File: config.mk
export PLATFORM = sky130hd
export DESIGN_NAME = hid_key_report_diff
export DESIGN_NICKNAME = d
export VERILOG_FILES = /design/src/sv/hkrd_pkg.sv /design/src/sv/hkrd_ctrl.sv /design/src/sv/hkrd_dp.sv /design/src/sv/hid_key_report_diff.sv
export SDC_FILE = /design/constraint.sdc
export NUM_CORES = 1
export LEC_CHECK = 0
export BUFFER_PORTS_ARGS = -buffer_cell sky130_fd_sc_hd__buf_2
export CORE_MARGIN = 5
export CORE_UTILIZATION = 50
export DETAILED_ROUTE_END_ITERATION = 16
export GPL_ROUTABILITY_DRIVEN = 0
export PLACE_DENSITY_LB_ADDON = 0.2
export RECOVER_POWER = 100
export SYNTH_ARGS = -nofsm -noshare
export SYNTH_HDL_FRONTEND = slang
export SYNTH_HIERARCHICAL = 1
export SYNTH_SLANG_ARGS = --single-unit
File: constraint.sdc
create_clock -name clk -period 4.6 [get_ports clk]
set_input_delay 0 -clock clk [delete_from_list [all_inputs] [get_ports clk]]
set_output_delay 0 -clock clk [all_outputs]
set_load 0.05 [all_outputs]
File: src/sv/hkrd_pkg.sv
// shared types and constants for the keyboard report differ
package hkrd_pkg;

    // report and event layout
    localparam int SLOT_W       = 8;
    localparam int MAX_SLOTS    = 6;
    localparam int MOD_COUNT    = 6;
    localparam int KEY_SLOTS_DEF = 6;
    localparam int IN_DATA_W    = 56;
    localparam int OUT_DATA_W   = 8;
    localparam int OUT_USER_W   = 2;

    // tuser bit positions on the event side
    localparam int USER_RELEASE  = 0;
    localparam int USER_MODIFIER = 1;

    typedef logic [SLOT_W-1:0]    slot_t;
    typedef logic [MOD_COUNT-1:0] mods_t;

    // controller to datapath
    typedef struct packed {
        logic capture;
        logic compute;
    } dp_cmd_t;

    // datapath to controller
    typedef struct packed {
        logic pending;
    } dp_status_t;

endpackage

File: src/sv/hkrd_ctrl.sv
// controller: sequences capture, difference and drain of one report
module hkrd_ctrl
(
    input  logic                 clk,
    input  logic                 rst_n,
    input  logic                 s_tvalid,
    output logic                 s_tready,
    input  hkrd_pkg::dp_status_t status,
    output hkrd_pkg::dp_cmd_t    cmd
);
    import hkrd_pkg::*;

    localparam logic [1:0] ST_IDLE  = 2'd0;
    localparam logic [1:0] ST_CALC  = 2'd1;
    localparam logic [1:0] ST_DRAIN = 2'd2;

    logic [1:0] state_reg;
    logic [1:0] state_next;

    // next state
    always_comb
    begin
        state_next = state_reg;
        case (state_reg)
            ST_IDLE:
            begin
                if (s_tvalid)
                begin
                    state_next = ST_CALC;
                end
            end
            ST_CALC:
            begin
                state_next = ST_DRAIN;
            end
            ST_DRAIN:
            begin
                if (!status.pending)
                begin
                    state_next = ST_IDLE;
                end
            end
            default:
            begin
                state_next = ST_IDLE;
            end
        endcase
    end

    always_ff @(posedge clk or negedge rst_n)
    begin
        if (!rst_n)
        begin
            state_reg <= ST_IDLE;
        end
        else
        begin
            state_reg <= state_next;
        end
    end

    // commands
    assign s_tready    = (state_reg == ST_IDLE);
    assign cmd.capture = s_tvalid && (state_reg == ST_IDLE);
    assign cmd.compute = (state_reg == ST_CALC);

endmodule

File: src/sv/hkrd_dp.sv
// datapath: report registers, event masks and the event output register
module hkrd_dp
#(
    parameter int KEY_SLOTS = hkrd_pkg::KEY_SLOTS_DEF
)
(
    input  logic                 clk,
    input  logic                 rst_n,
    input  hkrd_pkg::dp_cmd_t    cmd,
    output hkrd_pkg::dp_status_t status,
    input  hkrd_pkg::slot_t      slot_in [hkrd_pkg::MAX_SLOTS],
    input  hkrd_pkg::mods_t      mods_in,
    input  logic                 out_ready,
    output logic                 out_valid,
    output logic                 out_release,
    output logic                 out_modifier,
    output hkrd_pkg::slot_t      out_code,
    output logic                 out_last
);
    import hkrd_pkg::*;

    slot_t cur_slots_reg [KEY_SLOTS];
    slot_t prev_slots_reg [KEY_SLOTS];
    slot_t rel_slots_reg [KEY_SLOTS];
    mods_t cur_mods_reg;
    mods_t prev_mods_reg;

    logic [KEY_SLOTS-1:0] press_mask_reg;
    logic [KEY_SLOTS-1:0] rel_mask_reg;
    mods_t                mod_mask_reg;

    logic [KEY_SLOTS-1:0] press_mask_next;
    logic [KEY_SLOTS-1:0] rel_mask_next;

    logic [KEY_SLOTS-1:0] press_pick;
    logic [KEY_SLOTS-1:0] rel_pick;
    mods_t                mod_pick;
    logic                 pick_release;
    logic                 pick_modifier;
    slot_t                pick_code;
    logic                 pick_last;
    logic                 any_pending;
    logic                 load_out;

    logic  out_valid_reg;
    logic  out_release_reg;
    logic  out_modifier_reg;
    slot_t out_code_reg;
    logic  out_last_reg;

    // capture the incoming report
    always_ff @(posedge clk)
    begin
        if (cmd.capture)
        begin
            for (int i = 0; i < KEY_SLOTS; i++)
            begin
                cur_slots_reg[i] <= slot_in[i];
            end
            cur_mods_reg <= mods_in;
        end
    end

    // press and release candidates, scans stop at the first empty slot
    always_comb
    begin
        logic run_cur;
        logic run_prev;
        logic hit_cur;
        logic hit_prev;
        run_cur  = 1'b1;
        run_prev = 1'b1;
        for (int i = 0; i < KEY_SLOTS; i++)
        begin
            run_cur  = run_cur && (cur_slots_reg[i] != '0);
            run_prev = run_prev && (prev_slots_reg[i] != '0);
            hit_cur  = 1'b0;
            hit_prev = 1'b0;
            for (int j = 0; j < KEY_SLOTS; j++)
            begin
                hit_cur  = hit_cur || (cur_slots_reg[i] == prev_slots_reg[j]);
                hit_prev = hit_prev || (prev_slots_reg[i] == cur_slots_reg[j]);
            end
            press_mask_next[i] = run_cur && !hit_cur;
            rel_mask_next[i]   = run_prev && !hit_prev;
        end
    end

    // lowest pending event wins: presses, then releases, then modifiers
    always_comb
    begin
        logic found;
        found         = 1'b0;
        press_pick    = '0;
        rel_pick      = '0;
        mod_pick      = '0;
        pick_release  = 1'b0;
        pick_modifier = 1'b0;
        pick_code     = '0;
        for (int i = 0; i < KEY_SLOTS; i++)
        begin
            if (press_mask_reg[i] && !found)
            begin
                found         = 1'b1;
                press_pick[i] = 1'b1;
                pick_code     = cur_slots_reg[i];
            end
        end
        for (int i = 0; i < KEY_SLOTS; i++)
        begin
            if (rel_mask_reg[i] && !found)
            begin
                found        = 1'b1;
                rel_pick[i]  = 1'b1;
                pick_release = 1'b1;
                pick_code    = rel_slots_reg[i];
            end
        end
        for (int i = 0; i < MOD_COUNT; i++)
        begin
            if (mod_mask_reg[i] && !found)
            begin
                found         = 1'b1;
                mod_pick[i]   = 1'b1;
                pick_modifier = 1'b1;
                pick_release  = !cur_mods_reg[i];
                pick_code     = SLOT_W'(i);
            end
        end
    end

    assign any_pending = (|press_mask_reg) || (|rel_mask_reg) || (|mod_mask_reg);
    assign pick_last   = !((|(press_mask_reg & ~press_pick)) || (|(rel_mask_reg & ~rel_pick))
                           || (|(mod_mask_reg & ~mod_pick)));
    assign load_out    = any_pending && (!out_valid_reg || out_ready);

    // previous report and pending event masks
    always_ff @(posedge clk or negedge rst_n)
    begin
        if (!rst_n)
        begin
            for (int i = 0; i < KEY_SLOTS; i++)
            begin
                prev_slots_reg[i] <= '0;
            end
            prev_mods_reg  <= '0;
            press_mask_reg <= '0;
            rel_mask_reg   <= '0;
            mod_mask_reg   <= '0;
        end
        else if (cmd.compute)
        begin
            for (int i = 0; i < KEY_SLOTS; i++)
            begin
                prev_slots_reg[i] <= cur_slots_reg[i];
            end
            prev_mods_reg  <= cur_mods_reg;
            press_mask_reg <= press_mask_next;
            rel_mask_reg   <= rel_mask_next;
            mod_mask_reg   <= cur_mods_reg ^ prev_mods_reg;
        end
        else if (load_out)
        begin
            press_mask_reg <= press_mask_reg & ~press_pick;
            rel_mask_reg   <= rel_mask_reg & ~rel_pick;
            mod_mask_reg   <= mod_mask_reg & ~mod_pick;
        end
    end

    // release codes come from the report being replaced
    always_ff @(posedge clk)
    begin
        if (cmd.compute)
        begin
            for (int i = 0; i < KEY_SLOTS; i++)
            begin
                rel_slots_reg[i] <= prev_slots_reg[i];
            end
        end
    end

    // event output register
    always_ff @(posedge clk or negedge rst_n)
    begin
        if (!rst_n)
        begin
            out_valid_reg <= 1'b0;
        end
        else if (load_out)
        begin
            out_valid_reg <= 1'b1;
        end
        else if (out_ready)
        begin
            out_valid_reg <= 1'b0;
        end
    end

    always_ff @(posedge clk)
    begin
        if (load_out)
        begin
            out_release_reg  <= pick_release;
            out_modifier_reg <= pick_modifier;
            out_code_reg     <= pick_code;
            out_last_reg     <= pick_last;
        end
    end

    assign status.pending = any_pending;
    assign out_valid      = out_valid_reg;
    assign out_release    = out_release_reg;
    assign out_modifier   = out_modifier_reg;
    assign out_code       = out_code_reg;
    assign out_last       = out_last_reg;

endmodule

File: src/sv/hid_key_report_diff.sv
// top level of the keyboard report differ
//
// Input channel (s_*): one beat carries a keyboard report, six key usage
// code slots and six modifier bits. Output channel (m_*): one beat per key
// event; tdata is the key code or modifier index, tuser says release and
// modifier, tlast marks the final event of a report. A report with no change
// gives no beats.
// Events come in order: presses in slot order, releases in previous-slot
// order, then modifier edges lctrl, lshift, lalt, rctrl, rshift, ralt.
// The report beat goes into the report registers, the calc state sets the
// event masks, and the first event then loads into the output register.
// A report gives 0 to 18 events; unless the receiver stalls, one event
// leaves per cycle from the output register, set by the single event picker.
// The next report is taken while the last event of the previous one still
// waits in the output register.
// A stalled receiver holds the output beat and the drain of further events.
// Reset clears the stored previous report to all empty slots and no
// modifiers, and drops any pending events.
module hid_key_report_diff
#(
    parameter int KEY_SLOTS = hkrd_pkg::KEY_SLOTS_DEF
)
(
    input  logic                              clk,
    input  logic                              rst_n,
    input  logic                              s_tvalid,
    output logic                              s_tready,
    // slot_0 .. slot_5 (8 bits each), modifier_bits (6), 2 zero bits
    input  logic [hkrd_pkg::IN_DATA_W-1:0]    s_tdata,
    output logic                              m_tvalid,
    input  logic                              m_tready,
    // event_code (8)
    output logic [hkrd_pkg::OUT_DATA_W-1:0]   m_tdata,
    // is_release (1), is_modifier (1)
    output logic [hkrd_pkg::OUT_USER_W-1:0]   m_tuser,
    output logic                              m_tlast
);
    import hkrd_pkg::*;

    dp_cmd_t    cmd;
    dp_status_t status;
    slot_t      slot_in [MAX_SLOTS];
    mods_t      mods_in;
    logic       ev_release;
    logic       ev_modifier;

    // unpack the report beat
    always_comb
    begin
        for (int i = 0; i < MAX_SLOTS; i++)
        begin
            slot_in[i] = s_tdata[i*SLOT_W +: SLOT_W];
        end
        mods_in = s_tdata[MAX_SLOTS*SLOT_W +: MOD_COUNT];
    end

    hkrd_ctrl u_ctrl
    (
        .clk      (clk),
        .rst_n    (rst_n),
        .s_tvalid (s_tvalid),
        .s_tready (s_tready),
        .status   (status),
        .cmd      (cmd)
    );

    hkrd_dp #(
        .KEY_SLOTS (KEY_SLOTS)
    ) u_dp
    (
        .clk          (clk),
        .rst_n        (rst_n),
        .cmd          (cmd),
        .status       (status),
        .slot_in      (slot_in),
        .mods_in      (mods_in),
        .out_ready    (m_tready),
        .out_valid    (m_tvalid),
        .out_release  (ev_release),
        .out_modifier (ev_modifier),
        .out_code     (m_tdata),
        .out_last     (m_tlast)
    );

    // pack the event flags
    always_comb
    begin
        m_tuser                = '0;
        m_tuser[USER_RELEASE]  = ev_release;
        m_tuser[USER_MODIFIER] = ev_modifier;
    end

endmodule
======== Word level (Yosys, flattened, before mapping) ========
Memory sizes are Yosys's and may differ from the RTL's.
Cells that the tools add are included.
cells by class
  equal/unequal tests ..................... 76
  mux-type cells .......................... 77
  bitwise operators ....................... 7
  reduce and logical (&&, ||, !) cells .... 168
operator list
  cell                                                             number
  8-bit == test                                                    72
  8-bit 2-to-1 mux                                                 12
  8-bit nonzero test                                               12
  1-bit logical OR                                                 65
  1-bit 2-to-1 mux                                                 52
  6-bit OR reduction                                               7
  1-bit logical AND                                                41
  1-bit logical NOT                                                37
  6-bit 2-to-1 mux                                                 6
  6-bit bitwise AND                                                3
  6-bit inverter                                                   3
  3-bit 2-to-1 mux                                                 4
  2-bit case mux with 3 select lines                               1
  6-bit XOR                                                        1
  5-bit OR reduction                                               1
  2-bit 2-to-1 mux                                                 2
  2-bit != test, second input constant                             2
  2-bit nonzero test                                               2
  2-bit by 1-bit == test with 1-bit output, second input constant  1
  2-bit == test, second input constant                             1
  2-bit logical NOT                                                1
  2-bit AND reduction                                              1
  2-bit OR reduction                                               1
word-level totals
  register bits ........................... 92
  RAM bits ................................ 96
  input bits .............................. 60
  output and inout bits ................... 13
  word-level logic and storage cells ...... 349
  memories ................................ 2
memory list
  name                depth  width  rd ports  clocked after memory_dff  wr ports  RTL line       RTL
  u_dp.cur_slots_reg  6      8      6         0                         6         hkrd_dp.sv:22  slot_t cur_slots_reg [KEY_SLOTS];
  u_dp.rel_slots_reg  6      8      6         0                         6         hkrd_dp.sv:24  slot_t rel_slots_reg [KEY_SLOTS];

======== Longest topological paths before layout ========
Gate-level depths: netlist of run 1.
  word-level depth ........................ 57
  mapped depth ............................ 8
  gate-level depth less buffers ........... 6

======== Modules after synthesis ========
The synthesis of run 1 kept the hierarchy.
by module, submodules not included
  module               instances  cells an instance  area each (um2)  sequential area each (um2)
  hkrd_dp              1          1101               11697.5          5220.0
  hkrd_ctrl            1          8                  91.3             50.0
  hid_key_report_diff  1          2                  15.0             0.0

======== Worst setup path after synthesis of run 1 ========
No wires, ideal clock.
  path type ............................... reg2reg
  start point ............................. register u_ctrl.state_reg[1]
  end point ............................... register u_dp.press_mask_reg[4]
  setup time .............................. 0.110 ns
  arrival time ............................ 3.330 ns
  path slack .............................. 1.159 ns
  stages on the path, launching flop included .. 7
  buffers on the path ..................... 0
  clock period less this slack ............ 3.441 ns
  cell sequence ........................... dfrtp_1 -> nor2b_2 -> clkinv_1 -> nand2_1 -> o32ai_1 -> or2_2 -> o41ai_1
RTL lines
  item                      RTL line         RTL
  start: declaration        hkrd_ctrl.sv:17  logic [1:0] state_reg;
  start signal: assignment  hkrd_ctrl.sv:58  state_reg <= state_next;
  end signal: assignment    hkrd_dp.sv:158   press_mask_reg <= press_mask_next;
  end signal: assignment    hkrd_dp.sv:164   press_mask_reg <= press_mask_reg & ~press_pick;
  end: declaration          hkrd_dp.sv:28    logic [KEY_SLOTS-1:0] press_mask_reg;

======== Final worst setup path of run 1 ========
  start point ............................. register u_dp.press_mask_reg[0]
  end point ............................... register u_dp.out_code_reg[7], in the netlist u_dp/out_code[7] (data pin)
between the ends
  word-level cells in the longest chain between the ends .. 52
  elaborated cells between the ends (all ways) .. 64
  classes of those cells .................. mux: 29; reduce/logical: 35
ends and longest elaborated chain
  item                                 RTL line        RTL
  1-bit 2-to-1 mux                     hkrd_dp.sv:102  if (press_mask_reg[i] && !found)
  1-bit logical NOT                    hkrd_dp.sv:102
  1-bit logical AND                    hkrd_dp.sv:102
  1-bit 2-to-1 mux                     hkrd_dp.sv:102
  1-bit logical NOT                    hkrd_dp.sv:102
  1-bit logical AND                    hkrd_dp.sv:102
  1-bit 2-to-1 mux                     hkrd_dp.sv:102
  1-bit logical NOT                    hkrd_dp.sv:102
  [... 36 more ...]                    -
  1-bit logical AND                    hkrd_dp.sv:121  if (mod_mask_reg[i] && !found)
  1-bit 2-to-1 mux                     hkrd_dp.sv:121
  1-bit logical NOT                    hkrd_dp.sv:121
  1-bit logical AND                    hkrd_dp.sv:121
  1-bit 2-to-1 mux                     hkrd_dp.sv:121
  1-bit logical NOT                    hkrd_dp.sv:121
  1-bit logical AND                    hkrd_dp.sv:121
  6-bit OR reduction (no source line)  -
  end signal: assignment               hkrd_dp.sv:205  out_code_reg <= pick_code;
  end: declaration                     hkrd_dp.sv:48   slot_t out_code_reg;
Parallel ways exist; a longest one is shown, timed or not.
A chain may end at the register's enable or synchronous reset.

==> results of run 1 <==
worst min path at each step:
stage / cells past startpoint / to / slack (ns) / start
6_report: 2 / u_dp/cur_slots_reg[3][4] / 0.26 / s_tdata[28]
3_3_place_gp: 1 / u_dp/cur_slots_reg[2][5] / 0.18 / s_tdata[21]
5_1_grt: 2 / u_dp/cur_slots_reg[5][2] / 0.25 / s_tdata[42]
3_5_place_dp: 1 / u_dp/cur_slots_reg[2][5] / 0.18 / s_tdata[21]
2_1_floorplan: 0 / u_ctrl/state_reg[0] / -0.30 / rst_n
4_1_cts: 2 / u_dp/cur_mods_reg[3] / 0.25 / s_tdata[51]
per-stage QoR:
step                hold slack, ns  total power (W)  util (%)
finish                       0.257          0.00914      55.8
global route                 0.251          0.00956      55.8
CTS                          0.246          0.00908      56.1
detailed placement           0.178          0.00762      51.3
global placement             0.176          0.00752      51.3
floorplan                   -0.296          0.00668         -
cell usage after synthesis (16+ instances only):
library cell  instances
mux2_2               55
clkbuf_1             36
xnor2_1             205
inv_1                18
nand2_1              40
o21ai_0              22
nor2_1               47
nand4_1              53
dfrtp_1              75
or4_1                16
xor2_1               89
edfxtp_1            113
nor4_1               44
buf_2                82
a21oi_1              29
metal layers:
metal	share of wire [%]	vias to the layer above
li1	-	4000
met1	41	4438
met2	46	544
met3	10	82
met4	3.0	0
met5	0	-
timing repair:
| item | in CTS | in global routing |
|---|---|---|
| hold endpoints to repair | 131 | 0 |
| hold buffers | 57 | 0 |
| buffers inserted | 0 | 0 |
report_power, final:
part | total [W] | internal (W) | switching [W] | leakage [nW]
Clock | 0.00141 | 0.000724 | 0.000690 | 0.259
Combinational | 0.00351 | 0.00183 | 0.00168 | 2.25
Sequential | 0.00421 | 0.00250 | 0.00171 | 1.95
Total | 0.00914 | 0.00506 | 0.00408 | 4.46
final cells by class:
| class | instances | area [um2] | share of cell area, % |
|---|---|---|---|
| Clock inverter | 12 | 105 | 0.807 |
| Timing Repair Buffer | 132 | 932 | 7.15 |
| Sequential cell | 188 | 5270 | 40.4 |
| Inverter | 19 | 71.3 | 0.547 |
| Multi-Input combinational cell | 772 | 5800 | 44.6 |
| Clock buffer | 20 | 447 | 3.43 |
| Tap cell | 319 | 399 | 3.06 |
kinds of logic (layout without fill, tap and decap cells):
kind of cell    count (synthesis)  after routing  share of synthesized area (%)
fa+ha+maj                       3              3                          0.254
simple gates                  268            268                           12.9
flops                         188            188                           44.6
xor+xnor                      294            294                           21.8
mux                            59             59                           5.59
compound gates                148            148                           8.90
buf+inv                       151            183                           5.93
critical path, cell delays in order, from the launching register on:
cell and delay (ns):
dfrtp_1 0.68, or4_1 0.73, nor3_1 1.04, o21ai_0 0.48, a221oi_1 0.43
==> flow_summary.toml, run 1 <==
[setup_path]
r2r_end = "u_dp/out_code[7]"
critPathLaunch = "u_dp/press_mask_reg[0]"
r2r-start = "u_dp/press_mask_reg[0]"
worstSetupEndpoint = "u_dp/out_code[7]"
worstRegToRegCells = 4
crit_arrival_ns = 3.80
end_kind = "register"
cp_max_fo = 26
crit_required_ns = 4.83
cp-start-kind = "register"
r2r_setup_slack_ns = 1.03
critPathKind = "register to register"

[cells_and_area]
drive_gt1_share_pct = 13.8
area.growth.synth_to_final_pct = 10.4
n_fill_cell = 1997
final_cell_mix = "xnor2_1, edfxtp_1, xor2_1"
post-route-cell-area_mm2 = 0.0130
nets = 1190
diodes = 0
finalNonFillerCells = 1462
mostFrequentLayoutCell = "xnor2_1"

[timing]
fin_ws_ns = 1.03
rsz0062_at_grt = "false"
finClkSkew_ns = 0.0107
max_freq_mhz = 280
drv_slew = 161
fin_tns_setup_ns = 0
hold_viol = 0
worstMarginPinSlew_ns = 2.89
layout_min_cycle_time_ns = 3.57
relSlewSlack_pct = -92.9
finalSetupViolations = 0
fin_crit_sh_pct = 77.5

[place]
dp_hpwl_um = 24100
io_buffers = 70
placed_area_mm2 = 0.0120
dpl.cell_count = 1373
pre_cts_ws_ns = 1.81

[synthesis]
netlist.area_leader.share_pct = 28.7
synth_fp_nets = 1171
synthTopCellsByArea = "edfxtp_1, dfrtp_1, xnor2_1"
ys_async_sr_fraction_pct = 39.9
synth_area_per_cell_um2 = 10.6
yosysTopAreaCell = "edfxtp_1"
ys_seq_area_share_pct = 44.6
netlist_area_mm2 = 0.0118
synth_seq_cells = 188
synth_edf_count = 113
synth.distinct_cells = 74
ys_warn_count = 6
synth_flop_cell = "edfxtp_1"
synth_cells = 1111

[clock_network]
cts_sinks = 188
cts_resized = 0
cts_buffers = 17
cts_root_buffer = "clkbuf_16"
clk_pin_slew_ns = 0.08
clk_latency_ns = 0.44
htreeDepth = 4
cts.path.max_buffers = 2
cts_tree = "built"

[floorplanning]
start_util_pct = 50.6
dieArea_mm2 = 0.0268
rows = 56
die_w_um = 164
fp.dieH_um = 164
ioPinCount = 73
coreArea_mm2 = 0.0233

[routing]
vias_per_cell = 6.20
wl_per_cell_um = 24.6
vias = 9064
drt_iter0_drc = 1265
ant_nets = 0
wirelength_um = 35900
drc = 0
firstDrtPassIters = 6

[global_route]
grt_antenna_before_repair = 0
grt_most_used_layer = "met2"
use_met2_pct = 41.8
grt-ovfl-total = 0
grtUsageMet1_pct = 38.0
grt_max_degree = 76
grt_pass1_wl_um = 53700
grt_usage_pct = 26.8
grt_use_met3_pct = 4.92
grt_pass1_vias = 8706

[power]
p_per_area_mw_per_mm2 = 701
ir_drop_v = 0.000372
p_leak_nw = 4.46

[outcome]
violations = "capacitance limit, slew limit"
status = "finished, violations left"

[worst_hold_path]
hold_path.class = "input port to register"

[flow_run]
drv_cap = 3
(Power assumes the default switching activity.)
==> run 2, diff against run 1 <==
- clock period: 4.6 -> 2.95 ns (I/O delays scaled with it)
==> run 2 against run 1 <==
The run still ends with capacitance limit, slew limit left. Clock-buffer cell count down 2. Largest power group unchanged. Critical endpoint is now u_dp/out_code[4]. Utilization up 0.89 points. Clock power up 57%. Flip-flop and latch count unchanged. Cell count up 1.6%. Clock skew up 0.0031 ns. Non-clock buffer count up 24.
==> flow_summary.toml, run 2 (synthesis gave the netlist of run 1 again) <==
[outcome]
violations = "capacitance limit, slew limit"
status = "finished, violations left"

[routing]
firstDrtPassIters = 6
drc = 0
wl_per_cell_um = 25.1
vias_per_cell = 6.30
wirelength_um = 37300
ant_nets = 0
drt_iter0_drc = 1502
vias = 9361

[place]
io_buffers = 70
dp_hpwl_um = 25200

[setup_path]
end_kind = "register"
critPathKind = "register to register"
cp-start-kind = "register"
crit_arrival_ns = 2.86
crit_required_ns = 3.11
cp_max_fo = 23

[cells_and_area]
diodes = 0
n_fill_cell = 2002
nets = 1214
mostFrequentLayoutCell = "xnor2_1"
final_cell_mix = "xnor2_1, edfxtp_1, xor2_1"
area.growth.synth_to_final_pct = 12.1
drive_gt1_share_pct = 15.9
utilization_pct = 56.7

[timing]
fin_crit_sh_pct = 91.4
finalSetupViolations = 0
worstMarginPinSlew_ns = 1.55
rsz0062_at_grt = "false"
hold_viol = 0
max_freq_mhz = 371
layout_min_cycle_time_ns = 2.70
fin_tns_setup_ns = 0
drv_slew = 56
finClkSkew_ns = 0.0137
relSlewSlack_pct = -3.35

[worst_hold_path]
hold_path.class = "input port to register"

[global_route]
grt_pass1_wl_um = 56200
grt_pass1_vias = 8887
grt_antenna_before_repair = 0
grt_usage_pct = 28.3
grt-ovfl-total = 0
grt_max_degree = 56

[floorplanning]
start_util_pct = 50.6
dieArea_mm2 = 0.0268
rows = 56
die_w_um = 164
ioPinCount = 73
fp.dieH_um = 164
coreArea_mm2 = 0.0233

[power]
total_power_w = 0.0145
p_leak_nw = 4.59
ir_drop_v = 0.000683
p_per_area_mw_per_mm2 = 1100

[clock_network]
cts_buffers = 17
htreeDepth = 4
cts_root_buffer = "clkbuf_16"
clk_pin_slew_ns = 0.08
cts.path.max_buffers = 2
cts_tree = "built"
clk_latency_ns = 0.44
cts_sinks = 188

[flow_run]
drv_cap = 1
run 2: changes by cell type in the layout (fill, tap and decap cells not counted), moves of 2 or more:
cell	change
clkbuf_2	+2
clkinvlp_4	-2
buf_4	+19
clkinv_4	+3
inv_6	-3
inv_8	+3
run 2: critical path, stage by stage (launching register included):
cell	delay, ns
dfrtp_1	0.63
or4_4	0.59
nor2_4	0.26
a31o_1	0.53
inv_1	0.16
clkbuf_2	0.25
run 2: layout make-up:
type / count / area (um2) / area share, %
tap: 319 / 399 / 3.02
sequential: 188 / 5270 / 39.8
inverter: 19 / 71.3 / 0.539
timing repair buffer: 156 / 1110 / 8.41
clock inverter: 14 / 129 / 0.974
multi-input combinational: 772 / 5820 / 44.0
clock buffer: 18 / 429 / 3.24
run 2: worst paths after layout:
path | startpoint | end | slack (ns) | cells after the start
setup / recovery | u_dp/press_mask_reg[1] | u_dp/out_code[4] | 0.25 | 5
hold / removal | s_tdata[34] | u_dp/cur_slots_reg[4][2] | 0.26 | 2
setup reg to reg | u_dp/press_mask_reg[1] | u_dp/out_code[4] | 0.25 | 5
hold reg to reg | u_dp/prev_mods_reg[0] | u_dp/prev_mods_reg[0] | 0.53 | 1
max in group asynchronous | rst_n | u_dp/prev_slots_reg[1] | 0.70 | 3
min in group asynchronous | rst_n | u_dp/prev_slots_reg[45] | 0.48 | 2
run 2: stage by stage:
step	area, um2	hold slack (ns)	std cells	setup WS (ns)
global placement	12200	0.126	1397	0.488
finish	13200	0.260	1486	0.253
detailed placement	12200	0.132	1397	0.449
floorplan	11800	-0.296	1111	0.256
global route	13200	0.256	1486	0.0970
CTS	13300	0.197	1486	0.427
run 2: repair_timing:
item | in CTS | in global routing
hold endpoints to repair | 110 | 0
hold buffers | 57 | 0
gates resized for setup | 0 | 0
buffers inserted | 0 | 0
run 2: where the power goes:
part / internal, W / switching, W / leakage [nW]
sequential: 0.00389 / 0.00254 / 1.95
combinational: 0.00295 / 0.00292 / 2.37
clock: 0.00112 / 0.00109 / 0.271
run 2: routing by layer:
layer	vias to the layer above	share of wire [%]	track usage, %
met4	0	4.6	12.3
met1	4506	40	39.7
li1	4053	-	-
met5	-	0	0
met2	680	44	42.5
met3	122	12	6.01
